===== src/sv/echo_distance_averager_defines.svh =====
// Assertion macros for the echo distance averager.
// Used by the top level; expects clk and rst_n in scope.
`ifndef ECHO_DISTANCE_AVERAGER_DEFINES_SVH
`define ECHO_DISTANCE_AVERAGER_DEFINES_SVH

// Consequent must hold in the same cycle as the antecedent
`define EDA_ASSERT_SAME(label, ante, cons, msg) \
    label: assert property (@(posedge clk) disable iff (!rst_n) (ante) |-> (cons)) \
        else $error(msg);

// Consequent must hold in the cycle after the antecedent
`define EDA_ASSERT_NEXT(label, ante, cons, msg) \
    label: assert property (@(posedge clk) disable iff (!rst_n) (ante) |=> (cons)) \
        else $error(msg);

`endif


===== src/sv/eda_pkg.sv =====
// Shared types and constants for the echo distance averager.
// No dependencies; imported by every module of the block.
package eda_pkg;

    localparam int ECHO_W     = 16;
    localparam int DIST_W     = 10;
    localparam int TPC_W      = 8;
    localparam int DIV_W      = 16;
    localparam int DVSR_W     = 8;
    localparam int CFG_IDX_W  = 1;
    localparam int CFG_DATA_W = 10;
    localparam int WINDOW_DEF = 5;

    localparam logic [TPC_W-1:0]  TPC_RESET   = 8'd117;
    localparam logic [DIST_W-1:0] LIMIT_RESET = 10'd400;

    // Configuration register indexes
    localparam logic [CFG_IDX_W-1:0] CFG_TICKS_PER_CM   = 1'b0;
    localparam logic [CFG_IDX_W-1:0] CFG_RANGE_LIMIT_CM = 1'b1;

    typedef enum logic [2:0] {
        ST_IDLE,
        ST_RAW_START,
        ST_RAW_WAIT,
        ST_INSERT,
        ST_SUM,
        ST_AVG_START,
        ST_AVG_WAIT,
        ST_HOLD
    } eda_state_t;

    typedef struct packed {
        logic              start;
        logic [DIV_W-1:0]  dividend;
        logic [DVSR_W-1:0] divisor;
    } div_req_t;

    typedef struct packed {
        logic             done;
        logic [DIV_W-1:0] quotient;
    } div_rsp_t;

endpackage


===== src/sv/eda_cell.sv =====
// One sample cell of the averaging window chain.
// Depends on eda_pkg for the sample width.
module eda_cell
    import eda_pkg::*;
(
    input  logic              clk,
    input  logic              rst_n,
    input  logic              shift_en,
    input  logic [DIST_W-1:0] d_in,
    output logic [DIST_W-1:0] d_out
);

    logic [DIST_W-1:0] sample_reg;
    logic [DIST_W-1:0] sample_next;

    // Take the neighbor's sample on a shift, otherwise hold
    always_comb
    begin
        sample_next = shift_en ? d_in : sample_reg;
    end

    always_ff @(posedge clk or negedge rst_n)
    begin
        if (!rst_n)
        begin
            sample_reg <= '0;
        end
        else
        begin
            sample_reg <= sample_next;
        end
    end

    assign d_out = sample_reg;

endmodule


===== src/sv/eda_div.sv =====
// Bit-serial restoring divider, one quotient bit per cycle.
// Depends on eda_pkg for widths and the request/response structs.
module eda_div
    import eda_pkg::*;
(
    input  logic     clk,
    input  logic     rst_n,
    input  div_req_t req,
    output div_rsp_t rsp
);

    localparam int CNT_W = $clog2(DIV_W + 1);

    logic              busy_reg, busy_next;
    logic              done_reg, done_next;
    logic [CNT_W-1:0]  cnt_reg, cnt_next;
    logic [DIV_W-1:0]  quo_reg, quo_next;
    logic [DVSR_W-1:0] rem_reg, rem_next;
    logic [DVSR_W-1:0] dvsr_reg, dvsr_next;
    logic [DVSR_W:0]   trial;
    logic [DVSR_W:0]   diff;
    logic              fits;

    // Shift one dividend bit into the remainder and try the subtract
    always_comb
    begin
        trial = {rem_reg, quo_reg[DIV_W-1]};
        fits  = (trial >= {1'b0, dvsr_reg});
        diff  = trial - {1'b0, dvsr_reg};

        busy_next = busy_reg;
        done_next = 1'b0;
        cnt_next  = cnt_reg;
        quo_next  = quo_reg;
        rem_next  = rem_reg;
        dvsr_next = dvsr_reg;

        if (req.start)
        begin
            busy_next = 1'b1;
            cnt_next  = CNT_W'(DIV_W);
            quo_next  = req.dividend;
            rem_next  = '0;
            dvsr_next = req.divisor;
        end
        else if (busy_reg)
        begin
            rem_next = fits ? diff[DVSR_W-1:0] : trial[DVSR_W-1:0];
            quo_next = {quo_reg[DIV_W-2:0], fits};
            cnt_next = cnt_reg - 1'b1;
            if (cnt_reg == CNT_W'(1))
            begin
                busy_next = 1'b0;
                done_next = 1'b1;
            end
        end
    end

    always_ff @(posedge clk or negedge rst_n)
    begin
        if (!rst_n)
        begin
            busy_reg <= 1'b0;
            done_reg <= 1'b0;
            cnt_reg  <= '0;
        end
        else
        begin
            busy_reg <= busy_next;
            done_reg <= done_next;
            cnt_reg  <= cnt_next;
        end
    end

    // Datapath registers
    always_ff @(posedge clk)
    begin
        quo_reg  <= quo_next;
        rem_reg  <= rem_next;
        dvsr_reg <= dvsr_next;
    end

    assign rsp.done     = done_reg;
    assign rsp.quotient = quo_reg;

endmodule


===== src/sv/echo_distance_averager.sv =====
// Top level of the echo distance averager: control, config and window chain.
// Depends on eda_pkg, eda_cell, eda_div and echo_distance_averager_defines.svh.
//
//  channel | valid     | ready     | payload
//  --------+-----------+-----------+------------------------------
//  in      | in_valid  | in_ready  | echo_ticks
//  out     | out_valid | out_ready | average_cm, raw_cm
//  cfg     | cfg_valid | cfg_ready | cfg_index, cfg_data
//
// A word passes through the states RAW_START and RAW_WAIT (a pass of the shared
// 16-step divider for the distance), INSERT, SUM (a rotation of the ring that
// accumulates every cell), AVG_START and AVG_WAIT (a second divider pass for
// the mean) and HOLD, which loads the output register. The input reopens the
// cycle after the load, so the block takes no new word before the last is through.
// Reset clears the window, the fill count and the output valid flag, and loads 117/400.
// An unread result holds in the output register; the next word is taken
// meanwhile, and its result waits until the output register frees.
`include "echo_distance_averager_defines.svh"

module echo_distance_averager
    import eda_pkg::*;
#(
    parameter int WINDOW = WINDOW_DEF
)
(
    input  logic                  clk,
    input  logic                  rst_n,
    input  logic                  in_valid,
    output logic                  in_ready,
    input  logic [ECHO_W-1:0]     echo_ticks,
    output logic                  out_valid,
    input  logic                  out_ready,
    output logic [DIST_W-1:0]     average_cm,
    output logic [DIST_W-1:0]     raw_cm,
    input  logic                  cfg_valid,
    output logic                  cfg_ready,
    input  logic [CFG_IDX_W-1:0]  cfg_index,
    input  logic [CFG_DATA_W-1:0] cfg_data
);

    localparam int CNT_W = $clog2(WINDOW + 1);
    localparam int SUM_W = $clog2(WINDOW * ((1 << DIST_W) - 1) + 1);

    eda_state_t        state_reg, state_next;
    logic [ECHO_W-1:0] echo_reg, echo_next;
    logic [TPC_W-1:0]  tpc_reg, tpc_next;
    logic [DIST_W-1:0] limit_reg, limit_next;
    logic [DIST_W-1:0] raw_reg, raw_next;
    logic [CNT_W-1:0]  count_reg, count_next;
    logic [CNT_W-1:0]  rot_reg, rot_next;
    logic [SUM_W-1:0]  sum_reg, sum_next;
    logic [DIST_W-1:0] avg_out_reg, avg_out_next;
    logic [DIST_W-1:0] raw_out_reg, raw_out_next;
    logic              out_valid_reg, out_valid_next;
    logic              shift_en;
    logic              insert;
    logic              out_free;
    div_req_t          div_req;
    div_rsp_t          div_rsp;
    logic [DIST_W-1:0] cell_q [WINDOW];

    // Window chain: insert drops the oldest sample, rotate cycles the ring
    for (genvar i = 0; i < WINDOW; i++)
    begin : g_cell
        logic [DIST_W-1:0] cell_d;
        if (i == 0)
        begin : g_head
            assign cell_d = insert ? raw_reg : cell_q[WINDOW-1];
        end
        else
        begin : g_body
            assign cell_d = cell_q[i-1];
        end
        eda_cell u_cell (
            .clk      (clk),
            .rst_n    (rst_n),
            .shift_en (shift_en),
            .d_in     (cell_d),
            .d_out    (cell_q[i])
        );
    end

    eda_div u_div (
        .clk   (clk),
        .rst_n (rst_n),
        .req   (div_req),
        .rsp   (div_rsp)
    );

    assign out_free = !out_valid_reg || out_ready;

    // Next state and datapath control
    always_comb
    begin
        state_next     = state_reg;
        echo_next      = echo_reg;
        tpc_next       = tpc_reg;
        limit_next     = limit_reg;
        raw_next       = raw_reg;
        count_next     = count_reg;
        rot_next       = rot_reg;
        sum_next       = sum_reg;
        avg_out_next   = avg_out_reg;
        raw_out_next   = raw_out_reg;
        out_valid_next = out_valid_reg;
        shift_en       = 1'b0;
        insert         = 1'b0;
        div_req        = '0;
        in_ready       = (state_reg == ST_IDLE);

        // Drop the output word once taken
        if (out_valid_reg && out_ready)
        begin
            out_valid_next = 1'b0;
        end

        // Configuration writes
        if (cfg_valid)
        begin
            case (cfg_index)
                CFG_TICKS_PER_CM:   tpc_next   = cfg_data[TPC_W-1:0];
                CFG_RANGE_LIMIT_CM: limit_next = cfg_data[DIST_W-1:0];
                default:            ;
            endcase
        end

        case (state_reg)
            ST_IDLE:
            begin
                if (in_valid)
                begin
                    echo_next  = echo_ticks;
                    state_next = ST_RAW_START;
                end
            end
            ST_RAW_START:
            begin
                div_req.start    = 1'b1;
                div_req.dividend = DIV_W'(echo_reg);
                div_req.divisor  = DVSR_W'(tpc_reg);
                state_next       = ST_RAW_WAIT;
            end
            ST_RAW_WAIT:
            begin
                if (div_rsp.done)
                begin
                    raw_next = (div_rsp.quotient > DIV_W'(limit_reg)) ?
                               '0 : div_rsp.quotient[DIST_W-1:0];
                    state_next = ST_INSERT;
                end
            end
            ST_INSERT:
            begin
                shift_en = 1'b1;
                insert   = 1'b1;
                if (count_reg != CNT_W'(WINDOW))
                begin
                    count_next = count_reg + 1'b1;
                end
                rot_next   = '0;
                sum_next   = '0;
                state_next = ST_SUM;
            end
            ST_SUM:
            begin
                // Accumulate the tail cell and advance the ring
                shift_en = 1'b1;
                sum_next = sum_reg + SUM_W'(cell_q[WINDOW-1]);
                rot_next = rot_reg + 1'b1;
                if (rot_reg == CNT_W'(WINDOW - 1))
                begin
                    state_next = ST_AVG_START;
                end
            end
            ST_AVG_START:
            begin
                div_req.start    = 1'b1;
                div_req.dividend = DIV_W'(sum_reg);
                div_req.divisor  = DVSR_W'(count_reg);
                state_next       = ST_AVG_WAIT;
            end
            ST_AVG_WAIT:
            begin
                if (div_rsp.done)
                begin
                    state_next = ST_HOLD;
                end
            end
            ST_HOLD:
            begin
                if (out_free)
                begin
                    avg_out_next   = div_rsp.quotient[DIST_W-1:0];
                    raw_out_next   = raw_reg;
                    out_valid_next = 1'b1;
                    state_next     = ST_IDLE;
                end
            end
            default:
            begin
                state_next = ST_IDLE;
            end
        endcase
    end

    always_ff @(posedge clk or negedge rst_n)
    begin
        if (!rst_n)
        begin
            state_reg     <= ST_IDLE;
            tpc_reg       <= TPC_RESET;
            limit_reg     <= LIMIT_RESET;
            count_reg     <= '0;
            rot_reg       <= '0;
            out_valid_reg <= 1'b0;
        end
        else
        begin
            state_reg     <= state_next;
            tpc_reg       <= tpc_next;
            limit_reg     <= limit_next;
            count_reg     <= count_next;
            rot_reg       <= rot_next;
            out_valid_reg <= out_valid_next;
        end
    end

    // Datapath registers
    always_ff @(posedge clk)
    begin
        echo_reg    <= echo_next;
        raw_reg     <= raw_next;
        sum_reg     <= sum_next;
        avg_out_reg <= avg_out_next;
        raw_out_reg <= raw_out_next;
    end

    assign cfg_ready  = 1'b1;
    assign out_valid  = out_valid_reg;
    assign average_cm = avg_out_reg;
    assign raw_cm     = raw_out_reg;

    // Checks on control sequencing
    `EDA_ASSERT_SAME(a_avg_divisor_nonzero, state_reg == ST_AVG_START,
        count_reg != '0, "mean divisor is zero")
    `EDA_ASSERT_SAME(a_div_done_expected, div_rsp.done,
        state_reg == ST_RAW_WAIT || state_reg == ST_AVG_WAIT,
        "divider finished outside a wait state")
    `EDA_ASSERT_SAME(a_out_from_hold, $rose(out_valid_reg),
        $past(state_reg == ST_HOLD), "output word loaded outside hold")
    `EDA_ASSERT_NEXT(a_sum_ends, state_reg == ST_SUM && rot_reg == CNT_W'(WINDOW - 1),
        state_reg == ST_AVG_START, "ring rotation overran")

endmodule


===== config.mk =====
export PLATFORM = sky130hd
export DESIGN_NAME = echo_distance_averager
export DESIGN_NICKNAME = d
export VERILOG_FILES = /design/src/sv/eda_pkg.sv /design/src/sv/eda_cell.sv /design/src/sv/eda_div.sv /design/src/sv/echo_distance_averager.sv
export VERILOG_INCLUDE_DIRS = /design/src /design/src/sv
export SDC_FILE = /design/constraint.sdc
export NUM_CORES = 1
export LEC_CHECK = 0
export BUFFER_PORTS_ARGS = -buffer_cell sky130_fd_sc_hd__buf_2
export CAP_MARGIN = 5
export CORE_MARGIN = 2
export CORE_UTILIZATION = 35
export CTS_CLUSTER_SIZE = 24
export DETAILED_ROUTE_END_ITERATION = 7
export GPL_TIMING_DRIVEN = 0
export SLEW_MARGIN = 30
export SYNTH_ARGS = -nofsm -noshare
export SYNTH_HDL_FRONTEND = slang
export SYNTH_HIERARCHICAL = 1
export SYNTH_SLANG_ARGS = --single-unit

===== constraint.sdc =====
create_clock -name clk -period 2.52 [get_ports clk]
set_input_delay 0.504 -clock clk [delete_from_list [all_inputs] [get_ports clk]]
set_output_delay 0.504 -clock clk [all_outputs]
set_load 0.03 [all_outputs]

# Word level (Yosys, flattened, before mapping)
# Index checks and enable logic that the tools add are counted.
# Widths: inputs -> output; s select.
[totals] ff_bits=176 inputBits=32 word_cells=85 output_inout_bits=23
[classes] n_bitwise=1 addsub=5 magnitude_cmp=2 n_reduce_logical=14 n_mux=26 n_eq_ne=15
[ops] cell="$pmux 25 s2" n=1
[ops] cell="$mux 16" n=2
[ops] cell="$pmux 13 s2" n=1
[ops] cell="$pmux 3 s8" n=1
[ops] cell="$gt 16x10->1" n=1
[ops] cell="$eq 3x3->1 const B" n=5
[ops] cell="$mux 3" n=5
[ops] cell="$add 13x10->13" n=1
[ops] cell="$reduce_and 2->1" n=6
[ops] cell="$mux 1" n=11
[ops] cell="$mux 10" n=1
[ops] cell="$mux 5" n=2
[ops] cell="$ge 9x8->1" n=1
[ops] cell="$mux 8" n=1
[ops] cell="$sub 8x8->8" n=1
[ops] cell="$add 3x1->3 const B" n=2
[ops] cell="$eq 3x2->1 const B" n=2
[ops] cell="$ne 2x2->1 const B" n=3
[ops] cell="$pmux 3 s2" n=1
[ops] cell="$eq 5x1->1 const B" n=1
[ops] cell="$reduce_and 5->1" n=1
[ops] cell="$sub 5x1->5 const B" n=1
[ops] cell="$ne 2x1->1 const B" n=2
[ops] cell="$reduce_bool 2->1" n=2
[ops] cell="other kinds (8)" n=8

# Longest topological paths before layout
# Gate-level depths: netlist of run 1.
[logic_depth] word_depth=4 mapped_depth=10 ltp_nobuf=8

# Hierarchy
# The synthesis of run 1 kept the hierarchy.
[modules_own_cells] mod="echo_distance_averager" cells_each=346 area_per_inst_um2=4346.7 instances=1 seq_area_each_um2=2482.4
[modules_own_cells] mod="eda_cell" cells_each=21 area_per_inst_um2=411.6 instances=5 seq_area_each_um2=250.2
[modules_own_cells] mod="eda_div" cells_each=169 area_per_inst_um2=2031.9 instances=1 seq_area_each_um2=1056.0

# Least setup slack after synthesis of run 1
# OpenSTA, ideal clock, no wires.
[synth_path] kind="register to register" start="register state_reg[1]" end="register u_div.quo_reg[0] (enable)" stages_incl_launch_ff=9 setup_time_ps=323 path_buffers=4 path_slack_ps=83 t_arrival_ps=2114 required_ps=2197 period_less_slack_ps=2437 cell_sequence="dfrtp_1 -> buf_2 -> nand2b_1 -> clkbuf_1 -> clkbuf_1 -> inv_1 -> clkbuf_1 -> nor2_1 -> inv_1"
[synth_lines] item="start, declared" line="echo_distance_averager.sv:44" source="eda_state_t state_reg, state_next;"
[synth_lines] item="start signal, assigned" line="echo_distance_averager.sv:219" source="state_reg <= state_next;"
[synth_lines] item="end signal, assigned" line="eda_div.sv:78" source="quo_reg <= quo_next;"
[synth_lines] item="end, declared" line="eda_div.sv:17" source="logic [DIV_W-1:0] quo_reg, quo_next;"

# Final worst setup path of run 1
[layout_path] start="register state_reg[0]" end="register g_cell[3].u_cell.sample_reg[1]"
[layout_between] elab_chain_len=3 word_cells_on_any_way=4 cone_classes="2 x eq/ne; 1 x mux; 1 x reduce/logical"
[layout_lines] item="$eq 3x3->1 or $eq 3x2->1 (tied branches)" line="echo_distance_averager.sv:127" source="case (state_reg)"
[layout_lines] item="$reduce_or 2->1 (no source line) (*)"
[layout_lines] item="$mux 1 (*)" line="echo_distance_averager.sv:127"
[layout_lines] item="net shift_en" line="echo_distance_averager.sv:55" source="logic shift_en;"
[layout_lines] item="end signal, assigned" line="eda_cell.sv:30" source="sample_reg <= sample_next;"
[layout_lines] item="end, declared" line="eda_cell.sv:13" source="logic [DIST_W-1:0] sample_reg;"
# The timed path passes the listed nets; every way through them passes the cells marked *.
# A chain may end at the register's enable or synchronous reset.

==> results of run 1 <==
[through the flow]
| step | instances | worst slack (ns) | hold WS (ns) | total power, mW | TNS, ns |
|---|---|---|---|---|---|
| 3_3_place_gp | 992 | -0.818 | 0.484 | 5.50 | -32.57 |
| 6_report | 1029 | 0.157 | 0.248 | 7.94 | 0 |
| 3_5_place_dp | 995 | -0.872 | 0.427 | 5.54 | -26.57 |
| 4_1_cts | 1030 | 0.0416 | 0.229 | 8.02 | 0 |
| 5_1_grt | 1029 | 0.0350 | 0.230 | 8.37 | 0 |
| 2_1_floorplan | 620 | 0.0826 | 0.208 | 5.05 | 0 |
[worst max-delay path: stages (launching register included)]
cell and delay, ns:
dfrtp_1 0.31, buf_2 0.22, nand2_1 0.13, nor2_1 0.42, nor2_1 0.17, clkinvlp_4 0.39
buf_6 0.27, mux2_4 0.32
[synth_stat cells, drive strengths merged, types with 2 or more instances]
| master | instances | area, um^2 |
|---|---|---|
| mux2 | 95 | 1260 |
| edfxtp | 83 | 2490 |
| dfrtp | 77 | 1930 |
| nor2 | 52 | 195 |
| ha | 34 | 425 |
| inv | 31 | 116 |
| a21oi | 25 | 136 |
| nand2 | 24 | 90.1 |
| mux2i | 20 | 200 |
| buf | 19 | 155 |
| o21ai | 17 | 88.8 |
| and3 | 13 | 81.3 |
| a211oi | 10 | 85.1 |
| and2 | 10 | 62.6 |
| xnor2 | 10 | 87.6 |
| dfstp | 8 | 210 |
| dfxtp | 8 | 160 |
| nor2b | 8 | 50.1 |
| xor2 | 8 | 70.1 |
| nand2b | 7 | 43.8 |
| nand3 | 7 | 40.0 |
| a21o | 6 | 52.6 |
| clkbuf | 4 | 15.0 |
| nand4 | 4 | 25.0 |
| nor3 | 4 | 25.0 |
| o21a | 4 | 30.0 |
| a211o | 3 | 26.3 |
| o31ai | 3 | 32.5 |
| or3 | 3 | 18.8 |
| a31o | 2 | 17.5 |
| fa | 2 | 40.0 |
| o22ai | 2 | 18.8 |
| or4 | 2 | 15.0 |
| or4b | 2 | 20.0 |
[worst min-delay path by stage]
stage / from / endpoint
final: echo_ticks[9] / echo_reg[9]$_DFFE_PP_
after detailed placement: rst_n / g_cell[2].u_cell/d_out[2]$_DFFE_PN0P_
after CTS: echo_ticks[9] / echo_reg[9]$_DFFE_PP_
after floorplan: rst_n / count_reg[0]$_DFFE_PN0P_
after global placement: u_div/rem_reg[3]$_SDFFE_PP0P_ / u_div/rem_reg[3]$_SDFFE_PP0P_
after global routing: echo_ticks[5] / echo_reg[5]$_DFFE_PP_
[power by group]
group	switching, mW	leakage, nW	internal [mW]
clock network	1.12	0.255	1.32
registers	0.235	1.93	3.39
logic	0.982	2.02	0.884
[cells by family after synthesis]
family / synth area share
compound gates: 0.0653
simple gates: 0.0856
flops: 0.568
mux: 0.173
other cells: 0.000444
fa+ha+maj: 0.0552
buf+inv: 0.0340
xor+xnor: 0.0187
[routing by layer]
layer / track usage / up-vias / share of wire
met5: 0 / - / 0
met4: 0.0409 / 0 / 0.0074
met3: 0.0294 / 9 / 0.037
met2: 0.215 / 79 / 0.46
met1: 0.200 / 2437 / 0.49
li1: - / 2395 / -
[layout by cell type, fill, tap and decap left out, types with 7 or more instances in the layout]
master and instances:
a21oi_1 21, nor2_1 50, clkinvlp_4 7, o21ai_0 13, and2_1 10, nand2_1 24, buf_2 61, clkbuf_16 18
dfrtp_1 77, inv_1 28, ha_1 34, xnor2_1 10, dfstp_2 8, xor2_1 8, and3_1 13, mux2i_1 20
edfxtp_1 83, dfxtp_1 8, mux2_4 51, buf_6 7, nor2b_1 8, a211oi_1 8, mux2_2 44, buf_4 7
[area by class of cell]
class | instances | area (um^2) | area share
buffer | 21 | 164 | 0.0167
sequential | 176 | 4790 | 0.489
clock inverter | 11 | 81.3 | 0.00831
timing repair buffer | 60 | 367 | 0.0375
multi-input combinational | 390 | 3400 | 0.347
tap | 319 | 399 | 0.0408
clock buffer | 21 | 462 | 0.0472
inverter | 31 | 128 | 0.0130
[repair_timing]
| action | CTS | global route |
|---|---|---|
| buffers inserted | 3 | 0 |
| endpoints found under the setup margin | 97 | 37 |
| gates resized for setup | 6 | 2 |
| hold buffers | 1 | 0 |
| hold endpoints to repair | 35 | 0 |
==> summary.txt, run 1 <==
Status
  – Status: finished, final reports clean

Logic synthesis
  – Mapped Cells: 620
  – Synth Warn #: 6
  – Syn_nets: 688
  – Synth Cell Area: 8440 um^2
  – EDFF count, synth: 83
  – Yosys cell types: 62
  – Sequential area share after synthesis: 0.568
  – Top FF cell, synth: edfxtp_1
  – Async SR Flop Fraction: 0.483
  – Yosys reg bits: 176
  – Syn_area_per_cell: 13.6 um^2

STA
  – Max Fclk: 423 MHz
  – Final-report hold violation count: 0
  – Clock skew: 0.0103 ns
  – Rel. slew slack: 0.428
  – Final setup viols: 0
  – Final worst path period need: 2.36 ns
  – Max-slew violations: 0
  – Tcrit/Tclk final: 0.938
  – Slew @ Worst Pin: 0.858 ns
  – RSZ-0062 raised after global routing: no

Global route
  – Antenna violations before repair: 0
  – Largest net degree at the start of global routing: 51
  – Vias in the first global route: 4,966
  – Total global-route track usage: 0.140
  – Grt ovf: 0
  – Global-route wire length before repair: 27,700 um

Setup path
  – Worst Path Max Fanout: 19
  – R2r endpoint: g_cell[3].u_cell/d_out[1]$_DFFE_PN0P_
  – CP Class: flop to flop
  – Reg2reg setup slack: 0.16 ns
  – FF-to-FF path depth: 7
  – Worst setup path endpoint: g_cell[3].u_cell/d_out[1]$_DFFE_PN0P_
  – Setup crit end kind: flop
  – Critical Path RT: 2.82 ns
  – Crit path DAT: 2.67 ns
  – Reg-to-Reg Start: state_reg[0]$_DFFE_PN0P_
  – CP startpoint: state_reg[0]$_DFFE_PN0P_
  – Element type at the critical path start: flop

Die
  – Starting density of the core: 0.358
  – Full die area: 25,400 um^2
  – # IOs: 55
  – Height of the die: 159 um
  – Cell row count: 56
  – Core area: 23,500 um^2
  – Die Span X: 159 um

Detailed routing
  – DR pass1 iterations: 5
  – # DRC: 0
  – Avg WL per Cell: 16.6 um
  – Final wirelength: 17,100 um
  – Via density: 4.78
  – Vias: 4,920
  – Detail Route Antenna Nets: 0
  – Iter 0 DRT Violations: 262

Job
  – # Max-Cap Violations: 0

Cells and area
  – Post-layout util: 0.416
  – Fraction of layout cells with a size suffix above 1: 0.332
  – Fillers: 2,221
  – Max reg flops: 50
  – Synth-to-Final Area Change: 16.0%
  – Diode count: 0
  – Nets@finish: 765
  – Final Cell Area: 9790 um^2

Placed design
  – Dpl hpwl: 12,200 um
  – RD Place Congestion: 0.783
  – Port bufs: 53
  – Dpl cell area: 9190 um^2

Hold path
  – Hold depth: 1
  – Hold WC Path Type: input pin to flop

Clocking
  – Maximum clock path buffer count: 2
  – Total clock sinks: 176
  – Worst-path clk slew: 0.07 ns
  – Number of buffers created by CTS: 17
  – Clock Tree Root: clkbuf_16
  – Clock Latency Late Sink: 0.42 ns
  – TritonCTS clock tree: done
  – H-tree lvl count: 4

Power and ir drop
  – Cell area power density: 811 nW/um^2
  – Static leakage: 4.20 nW
  – VDD IR-drop max: 0.456 mV
No activity file was read; power rests on OpenSTA's default activity.
==> run 2, diff against run 1 <==
--- a/config.mk
+++ b/config.mk
@@ -7,9 +7,9 @@
 export NUM_CORES = 1
 export LEC_CHECK = 0
 export BUFFER_PORTS_ARGS = -buffer_cell sky130_fd_sc_hd__buf_2
-export CAP_MARGIN = 5
+export CAP_MARGIN = 0
 export CORE_MARGIN = 2
-export CORE_UTILIZATION = 35
+export CORE_UTILIZATION = 28
 export CTS_CLUSTER_SIZE = 24
 export DETAILED_ROUTE_END_ITERATION = 7
 export GPL_TIMING_DRIVEN = 0
==> constraint.sdc (replaced) <==
create_clock -name clk -period 2.2 [get_ports clk]
set_input_delay 0.44 -clock clk [delete_from_list [all_inputs] [get_ports clk]]
set_output_delay 0.44 -clock clk [all_outputs]
set_load 0.03 [all_outputs]
==> summary.txt, run 2 (synthesized netlist as in run 1, its figures left out) <==
Status
  – Status: finished, final reports clean

Power and ir drop
  – Static leakage: 4.23 nW (+0.55%)
  – Internal: 6.59 mW (+18%)
  – Pwr Total: 9.34 mW (+18%)
  – Clock power frac: 0.327 (+0.019)
  – Cell area power density: 942 nW/um^2 (+16%)
  – Net Sw Power: 2.75 mW (+18%)
  – Logic gate share of total power: 0.228 (-0.007)
  – VDD IR-drop max: 0.491 mV (+7.6%)
  – Sequential Power Share: 0.445 (-0.012)
  – Switch share: 0.295 (about the same)

Detailed routing
  – # DRC: 0 (unchanged)
  – Vias: 4,930 (+0.20%)
  – DR pass1 iterations: 5 (unchanged)
  – Detail Route Antenna Nets: 0 (unchanged)
  – Via density: 4.49 (-6.1%)
  – Avg WL per Cell: 16.3 um (-2.0%)
  – Iter 0 DRT Violations: 333 (+27%)
  – Final wirelength: 17,900 um (+4.6%)

Hold path
  – Worst Hold End: echo_reg[2]$_DFFE_PP_
  – Hold depth: 1 (unchanged)
  – Hold WC Path Type: input pin to flop
  – Hold Startpoint: echo_ticks[2]

Clocking
  – Total clock sinks: 176 (unchanged)
  – Clock Latency Late Sink: 0.43 ns (about the same)
  – Clock Tree Root: clkbuf_16
  – TritonCTS clock tree: done
  – Worst-path clk slew: 0.07 ns (about the same)
  – H-tree lvl count: 4 (unchanged)
  – Number of buffers created by CTS: 17 (unchanged)
  – Maximum clock path buffer count: 2 (unchanged)

Setup path
  – Worst Path Max Fanout: 7 (-12)
  – Element type at the critical path start: flop
  – FF-to-FF path depth: 6 (-1)
  – CP startpoint: sum_reg[9]$_SDFFCE_PN0P_
  – Crit path DAT: 2.29 ns (-0.38 ns)
  – Reg2reg setup slack: 0.10 ns (-0.06 ns)
  – Critical Path RT: 2.39 ns (-0.43 ns)
  – CP Class: flop to flop
  – R2r endpoint: sum_reg[10]$_SDFFCE_PN0P_
  – Reg-to-Reg Start: sum_reg[9]$_SDFFCE_PN0P_
  – Setup crit end kind: flop

Global route
  – Grt ovf: 0 (unchanged)
  – Vias in the first global route: 5,031 (+1.3%)
  – Largest net degree at the start of global routing: 47 (-7.8%)
  – Total global-route track usage: 0.120 (-0.0199)
  – Global-route wire length before repair: 28,500 um (+3.2%)
  – Antenna violations before repair: 0 (unchanged)

STA
  – Max Fclk: 477 MHz (+13%)
  – Max-slew violations: 0 (unchanged)
  – Tcrit/Tclk final: 0.954 (+0.0159)
  – Fin Hold WS: 0.176 ns (-0.0721 ns)
  – Worst Slack Setup Final: 0.102 ns (-0.0550 ns)
  – Clock skew: 0.0109 ns (+0.000617 ns)
  – Final-report hold violation count: 0 (unchanged)
  – Setup TNS: 0 ns (unchanged)
  – Final worst path period need: 2.10 ns (-0.265 ns)
  – Slew @ Worst Pin: 0.854 ns (-0.00372 ns)
  – RSZ-0062 raised after global routing: no
  – Final setup viols: 0 (unchanged)
  – Rel. slew slack: 0.430 (+0.00248)

Cells and area
  – Multi-input logic area: 3420 um^2 (+0.59%)
  – Post-layout util: 0.335 (-0.0811)
  – Max reg flops: 50 (unchanged)
  – Final cell count without fillers: 1,098 (+6.7%)
  – Fillers: 2,978 (+34%)
  – Final Cell Area: 9920 um^2 (+1.3%)
  – Sequential cell area: 4790 um^2 (unchanged)
  – Fraction of layout cells with a size suffix above 1: 0.336 (+0.00376)
  – Diode count: 0 (unchanged)
  – Most frequent cells in the layout: edfxtp_1 (83), dfrtp_1 (77), buf_2 (59)
  – Synth-to-Final Area Change: 17.6%
  – Nets@finish: 763 (-0.26%)
  – Commonest non-fill, non-tap cell in the layout: edfxtp_1

Die
  – Die Span X: 178 um (+12%)
  – Starting density of the core: 0.285 (-0.0737)
  – # IOs: 55 (unchanged)
  – Core area: 29,600 um^2 (+26%)
  – Cell row count: 63 (+13%)
  – Height of the die: 178 um (+12%)
  – Full die area: 31,500 um^2 (+24%)

Placed design
  – Dpl hpwl: 12,900 um (+5.5%)
  – Pre-CTS setup slack: -0.780 ns (+0.0918 ns)
  – Placed insts: 1,066 (+7.1%)
  – RD Place Congestion: 0.779 (-0.56%)
  – Port bufs: 53 (unchanged)
  – Dpl cell area: 9280 um^2 (+0.90%)

Job
  – # Max-Cap Violations: 0 (unchanged)
run 2: worst max path at each step:
stage	to	slack, ns	depth (start not counted)
after detailed placement	u_div/quo_reg[9]$_DFFE_PP_	-0.78	8
after floorplan	u_div/quo_reg[0]$_DFFE_PP_	-0.03	8
final	sum_reg[10]$_SDFFCE_PN0P_	0.10	6
after global placement	average_cm[6]$_DFFE_PP_	-0.83	3
after global routing	u_div/rem_reg[6]$_SDFFE_PP0P_	0.002	8
after CTS	u_div/quo_reg[13]$_DFFE_PP_	0.009	6
run 2: area by class of cell:
class | count | area share
Sequential cell | 176 | 0.483
Multi-Input combinational cell | 390 | 0.345
Timing Repair Buffer | 59 | 0.0354
Clock buffer | 18 | 0.0433
Tap cell | 390 | 0.0492
Buffer | 20 | 0.0165
Clock inverter | 14 | 0.0155
Inverter | 31 | 0.0126
run 2: power groups by stage:
stage,combinational (mW),clock (mW),sequential (mW)
after floorplan,1.66,0,4.12
after global placement,2.07,0,4.23
after detailed placement,2.12,0,4.23
after CTS,2.15,3.13,4.17
after global routing,2.38,3.27,4.21
final,2.13,3.05,4.16
run 2: layer usage:
layer / vias up / global-route usage / part of all wire
met5: - / 0 / 0
met4: 0 / 0.0393 / 0.015
met3: 16 / 0.0240 / 0.032
met2: 89 / 0.189 / 0.47
met1: 2441 / 0.165 / 0.48
li1: 2384 / - / -
run 2: timing repair:
item                                   CTS  global route
setup endpoints to repair               99            45
setup buffers                            1             1
endpoints found under the hold margin   37             0
pin swaps                                0             1
hold buffers                             1             0
gates resized for setup                 10             6
run 2: worst max-delay path, stage by stage, from the launching register on:
cell      delay, ns
edfxtp_1       0.45
ha_1           0.42
a21oi_1        0.30
nand2_1        0.15
o31ai_4        0.30
xor2_1         0.18
nor2_1         0.05
